==> src/hdl/pbbs_pkg.sv <==
// pbbs_pkg: shared types, constants and helpers of the pixel block binning sum
// used by every file of the block; depends on nothing
`timescale 1ns / 1ps
`default_nettype none

package pbbs_pkg;

    // parameter defaults
    localparam int DEF_MAX_WIDTH  = 4096;
    localparam int DEF_MAX_BIN    = 16;
    localparam int DEF_PIXEL_BITS = 16;

    // fixed field widths
    localparam int PIX_W      = 16;
    localparam int SUM_W      = 24;
    localparam int ROW_W      = 12;
    localparam int HGT_W      = 13;
    localparam int CFG_IDX_W  = 2;
    localparam int CFG_DATA_W = 13;

    // limits and reset values
    localparam int MAX_HEIGHT = 4096;
    localparam int RST_WIDTH  = 4096;
    localparam int RST_HEIGHT = 4096;
    localparam logic [SUM_W-1:0] SUM_MAX = {SUM_W{1'b1}};

    // output queue depth
    localparam int OFIFO_DEPTH = 2;

    // configuration register indexes
    typedef enum logic [CFG_IDX_W-1:0] {
        REG_BIN_SIZE,
        REG_IMAGE_WIDTH,
        REG_IMAGE_HEIGHT
    } t_cfg_reg;

    // per-pixel control from the position logic to the line stage
    typedef struct packed {
        logic valid;
        logic col_end;
        logic first_row;
        logic emit;
        logic row_end;
        logic image_end;
    } t_line_ctl;

    // one result item
    typedef struct packed {
        logic [SUM_W-1:0] bin_sum;
        logic             row_end;
        logic             image_end;
    } t_result;

    // saturating add of two sums
    function automatic logic [SUM_W-1:0] sat_add(input logic [SUM_W-1:0] a,
                                                 input logic [SUM_W-1:0] b);
        logic [SUM_W:0] s;
        s = {1'b0, a} + {1'b0, b};
        return s[SUM_W] ? SUM_MAX : s[SUM_W-1:0];
    endfunction

endpackage

`default_nettype wire

==> src/hdl/pbbs_ofifo.sv <==
// pbbs_ofifo: small output queue that decouples the line stage from the sink
// depends on pbbs_pkg
`timescale 1ns / 1ps
`default_nettype none

module pbbs_ofifo (
    input  wire logic                                      i_clk,
    input  wire logic                                      i_rst_n,
    input  wire logic                                      i_push,
    input  wire pbbs_pkg::t_result                         i_data,
    input  wire logic                                      i_pop,
    output logic                                           o_valid,
    output pbbs_pkg::t_result                              o_data,
    output logic [$clog2(pbbs_pkg::OFIFO_DEPTH+1)-1:0]     o_count
);

    localparam int DEPTH = pbbs_pkg::OFIFO_DEPTH;
    localparam int PW    = $clog2(DEPTH);
    localparam int CW    = $clog2(DEPTH + 1);

    pbbs_pkg::t_result r_buf [DEPTH];
    logic [PW-1:0]     r_wp, r_rp;
    logic [CW-1:0]     r_count;

    // storage
    always_ff @(posedge i_clk) begin
        if (i_push) r_buf[r_wp] <= i_data;
    end

    // pointers and fill count
    always_ff @(posedge i_clk) begin
        if (!i_rst_n) begin
            r_wp    <= '0;
            r_rp    <= '0;
            r_count <= '0;
        end else begin
            if (i_push) r_wp <= (r_wp == PW'(DEPTH - 1)) ? '0 : r_wp + PW'(1);
            if (i_pop) r_rp <= (r_rp == PW'(DEPTH - 1)) ? '0 : r_rp + PW'(1);
            r_count <= r_count + CW'(i_push) - CW'(i_pop);
        end
    end

    assign o_valid = r_count != '0;
    assign o_data  = r_buf[r_rp];
    assign o_count = r_count;

endmodule

`default_nettype wire

==> config.mk <==
export PLATFORM = sky130hd
export DESIGN_NAME = pbbs_ofifo
export DESIGN_NICKNAME = d
export VERILOG_FILES = /design/src/hdl/pbbs_pkg.sv /design/src/hdl/pbbs_ofifo.sv
export SDC_FILE = /design/constraint.sdc
export NUM_CORES = 1
export LEC_CHECK = 0
export ABC_AREA = 1
export BUFFER_PORTS_ARGS = -buffer_cell sky130_fd_sc_hd__buf_4
export CAP_MARGIN = 30
export CORE_MARGIN = 5
export CORE_UTILIZATION = 55
export DETAILED_ROUTE_END_ITERATION = 8
export HOLD_SLACK_MARGIN = 0.02
export PLACE_DENSITY_LB_ADDON = 0.3
export SYNTH_ARGS = -nofsm -noshare
export SYNTH_HDL_FRONTEND = slang
export SYNTH_SLANG_ARGS = --single-unit
==> constraint.sdc <==
create_clock -name i_clk -period 3.1 [get_ports i_clk]
set_input_delay 0.155 -clock i_clk [delete_from_list [all_inputs] [get_ports i_clk]]
set_output_delay 0.155 -clock i_clk [all_outputs]
set_load 0.02 [all_outputs]
* Yosys cells after proc, flatten, opt, wreduce, memory -nomap -nowiden
Memory sizes are Yosys's and may differ from the RTL's. A register that Yosys moved wholly into a read port is not among the register bits.
Cells that the tools add are included.
** Word-level totals
- Output and inout port bits :: 29
- Flip-flop bits (word level) :: 4
- Input bits :: 30
- Word-level logic and storage cells :: 15
- Memory bits (writable) :: 52
- Memories kept :: 1
** Memory list
- r_buf :: depth 2, bits a word 26, rd ports 1, clocked after memory_dff 1, write ports 1, line pbbs_ofifo.sv:21 : pbbs_pkg::t_result r_buf [DEPTH];
** Cells by class
- Reductions and logical operators :: 1
- Muxes and demuxes :: 6
- Add/sub/neg operators :: 4
** Operator list (count)
- 2-to-1 mux 1 bit :: 6
- adder 1 bit, second input constant :: 2
- adder 2 x 1 -> 2 bit :: 1
- nonzero test 2 bit :: 1
- subtractor 2 x 1 -> 2 bit :: 1

* Depth between registers and ports, before layout
- Depth in word-level cells :: 4
- Depth in mapped cells :: 9
- Gate-level depth less buffers :: 9

* Least setup slack after synthesis
OpenSTA, ideal clock, no wires.
- Path kind :: register to register
- From :: register r_wp
- To :: memory r_buf[0][0] (netlist name) (enable)
- Cell stages (with the launch flop) :: 2
- Arrival time :: 1.430 ns
- Required time :: 2.691 ns
- Period minus slack after synthesis :: 1.839 ns
- Library setup time :: 0.409 ns
- Path slack :: 1.261 ns
- Path buffers :: 0
- Cell sequence :: dfxtp_1 -> nor2_1
** RTL lines
- start: declaration :: line pbbs_ofifo.sv:22 : logic [PW-1:0] r_wp, r_rp;
- start signal: assignment :: line pbbs_ofifo.sv:37 : if (i_push) r_wp <= (r_wp == PW'(DEPTH - 1)) ? '0 : r_wp + PW'(1);
- end: declaration :: line pbbs_ofifo.sv:21
No word-level cell before the write port.

==> results.md <==
- The arrival time reported for the critical path endpoint is 1.75 ns.
- The via count of the first global-routing pass is 1,270.
- Timing would allow up to 525 MHz.
- The routed layout has 1,250 vias.
- The hold violation total from the final report is 0.
- The number of endpoints failing setup at the final stage is 0.
- The synthesis-stage register bit count is 57.
- The end of the worst register-to-register path is o_count[1].
- Yosys printed 0 warnings.
- The total CTS buffers is 9.
- The top cell types in the final layout, fill and taps aside, are sky130_fd_sc_hd__buf_4, sky130_fd_sc_hd__edfxtp_1, sky130_fd_sc_hd__dlygate4sd3_1.
- The number of gates resized after CTS is 0.
- After synthesis, flip-flops and latches occupy 75.5% of the total area.
- The final wirelength is 3.88 mm.
- The initial antenna violation count came to 0.
- Summing all placed instances gives a cell area of 0.00269 mm^2.
- Summing every instance area after synthesis gives 0.00220 mm^2.
- The hold path startpoint is i_data[9].
- Counting both buffers and inverters, the worst setup path holds a total of 1.
- For this run, global-route usage on met1 was measured as 16.4%.
- After clock tree synthesis, the flow added hold-fix buffers numbering 16.
- The number of buffers inserted to repair setup after CTS is 0.
- The critical path goes through mux2_2 -> buf_4.
- For hold timing, the worst endpoint is r_buf[1][9].
- The total count of max-transition violations in the final report came to 0.
- For this run, the detailed router's first-pass iteration total came to 4.
- Registers take 0.00166 mm^2.
- The most frequent standard cell in the layout excluding fill and tap cells is sky130_fd_sc_hd__buf_4.
- The family of cells with the greatest summed delay on the critical path is flip-flops.
- The clock-pin slew on the worst setup and hold paths is 0.06 ns.
- For the worst-skew pair, the clock arrives at the later sink with an insertion delay of 0.31 ns.
- The hold path depth is 1.
- Subtracting the final worst setup slack from the clock period gives 1.90 ns.
- The number of nets handed over by synthesis was 145.
- After legalization and detailed placement, the total HPWL measured 2.63 mm.
- The number of input and output port buffers inserted is 58.
- After detailed routing, the average wire length per cell comes to 14.9 um.
- For met3 alone, demand over resource in global routing was 4.65%.
- The number of levels the H-tree was split into is 3.
- In this run the remaining antenna-violating nets after routing total 0.
- Among all stages on the critical path, the largest delay is contributed by sky130_fd_sc_hd__dfxtp_2.
- The layout-stage area growth over the synthesis result is 41.3%.
- The first global-routing pass estimated 5.78 mm of wire.
- The number of unique standard cell types used by synthesis is 12.
- The worst-case IR drop observed on VDD is 0.000429 V.
- In this run the most used layer during global routing was met2.
- The final standard cell area without fillers is 0.00311 mm^2.
- The analysis attributes to cell leakage a power of 1.29 nW.
- After synthesis, the mean cell area works out to 19.5 um^2.
- Of the available clock period, the critical path in the final layout requires 61.4%.
- In this run the tightest slew margin relative to its limit is 46.5%.
- The total global routing overflow is 0.
- The post-placement setup slack is 1.52 ns.
- For this run, design rule violations remaining after detail routing come to 0.
- The flow ran to the end, and the final reports show no timing, DRC or antenna violations.
- The worst setup path is captured at an output port.
- Across the run, the number of max-cap violations was 0.
- The tree is rooted in a sky130_fd_sc_hd__clkbuf_8.
- The layout has 215 filler cells.
- The routability congestion estimate is 0.653.
- For the final database, setup skew stands at 0.00603 ns.
- The number of cell instances on the worst register-to-register path is 8.
- The starting density of the core is 55.9%.
- The core region is 0.00394 mm^2.
- Pin placement for this block handled 59 I/O pins.
- The clock net in this run drives a total of 57 sinks.
- From bottom edge to top edge, the die measures 73.3 um.
- The reg-to-reg startpoint is o_count[0].
- The clock passes through at most 2 buffers.
- The class of the most critical hold timing path is primary input to flop.
- The number of antenna repair diodes is 0.
- The final setup slack of the worst path is 1.20 ns.
- The met2 capacity usage during global routing is 25.6%.
- Setup repair after global routing left no endpoint under its margin.
- The area of combinational cells with multiple inputs is 465 um^2.
- The critical path is of the flop to output port type.
- The global-route usage over all layers is 14.9%.
- The worst setup path is launched from a flop.
- The peak fanout along the critical path is 26.
- Dividing the detail-routed via count by the number of cells gives 4.81.
- For the worst setup path, the data required time is 2.94 ns.
- The floorplan step defined a die boundary enclosing 0.00537 mm^2.
- The share of post-route cells with drive strength above 1 is 47.1%.
- Setup total negative slack on the finished layout was measured at 0 ns.
- The number of nets in the layout is 238.
- The power consumption is 1.79 mW.
- For the pin with the worst max-slew slack, the measured transition is 0.803 ns.
- The horizontal die dimension is 73.3 um.
- The register-to-register setup slack is 1.80 ns.
- The pin count of the biggest net entering global routing is 27.
- The post-synthesis cell count is 113.
- The maximum single-stage delay on the critical path is 0.85 ns.
- Power spread over the standard cell area amounts to 574 mW/mm^2.
- After the first detailed-routing iteration, the DRC count stood at 71.
- TritonCTS built the clock tree.
- The total number of placement rows is 23.
[worst reg2reg max path: stages (launching register included)]
cell and delay [ns]:
sky130_fd_sc_hd__dfxtp_1 0.32, sky130_fd_sc_hd__inv_1 0.06, sky130_fd_sc_hd__ha_1 0.27, sky130_fd_sc_hd__inv_1 0.04, sky130_fd_sc_hd__ha_1 0.19, sky130_fd_sc_hd__inv_1 0.05
sky130_fd_sc_hd__nand2_1 0.07, sky130_fd_sc_hd__a21oi_1 0.13, sky130_fd_sc_hd__nor2_1 0.06
[logic make-up (layout without fill, tap and decap cells)]
logic type               after synthesis  count (layout)  share of synthesized area (%)
flip-flops                            57              57                           75.5
multiplexers                          26              26                           16.7
AO/OA/AOI/OAI                          1               1                          0.227
adder cells (fa/ha/maj)                2               2                           1.14
buffers and inverters                 10             107                           3.52
AND/OR/NAND/NOR                       17              17                           2.95
[per-layer routing]
metal	vias up	wire, um	part of all wire [%]
met1	601	1410	36
met5	-	0	0
li1	602	-	-
met4	0	63	1.6
met3	6	299	7.7
met2	41	2110	54
[state kept, by name, summed over array words and instances, names as in the netlist, named ones only]
name     flops
r_buf       52
o_count      2
r_rp         1
r_wp         1
[area by class of cell]
type                    count  area share (%)
inverters                   7           0.844
well taps                  50            2.01
clock inverters             6            1.61
flip-flops and latches     57            53.4
multi-input cells          46            15.0
clock buffers               9            3.98
repair buffers             85            23.2
[cells in the mapped netlist]
cell	number	area, um^2
sky130_fd_sc_hd__mux2_4	20	300
sky130_fd_sc_hd__buf_12	2	40.0
sky130_fd_sc_hd__dfxtp_1	5	100
sky130_fd_sc_hd__nand2_1	9	33.8
sky130_fd_sc_hd__nand3_1	1	5.00
sky130_fd_sc_hd__ha_1	2	25.0
sky130_fd_sc_hd__nor2_1	7	26.3
sky130_fd_sc_hd__a21oi_1	1	5.00
sky130_fd_sc_hd__edfxtp_1	52	1560
sky130_fd_sc_hd__inv_1	7	26.3
sky130_fd_sc_hd__buf_6	1	11.3
sky130_fd_sc_hd__mux2_2	6	67.6
[how the worst max path moves through the flow]
| stage | from | endpoint | slack, ns | depth (start not counted) |
|---|---|---|---|---|
| after floorplan | r_wp | r_buf[0][0] | 1.26 | 1 |
| final | flop | o_data[23] | 1.20 | 2 |
| after detailed placement | flop | o_data[23] | 1.52 | 2 |
| after global placement | r_wp | r_buf[1][18] | 1.52 | 2 |
| after CTS | flop | o_data[16] | 1.17 | 2 |
| after global routing | flop | o_data[16] | 1.12 | 2 |
[per-stage QoR]
stage          util [%]  hold WS, ns  cells
6_report           78.9       0.0394    260
5_1_grt            78.9       0.0262    260
4_1_cts            76.6       0.0202    251
3_5_place_dp       68.2        0.343    220
3_3_place_gp       67.5        0.340    219
2_1_floorplan         -        0.248    113
[report_power, final]
group	total [mW]	switching, mW	leakage (nW)	internal, mW
sequential	0.913	0.0250	0.530	0.888
clock	0.604	0.250	0.0890	0.354
combinational	0.269	0.121	0.668	0.148
total	1.79	0.396	1.29	1.39
(Power assumes the default switching activity.)
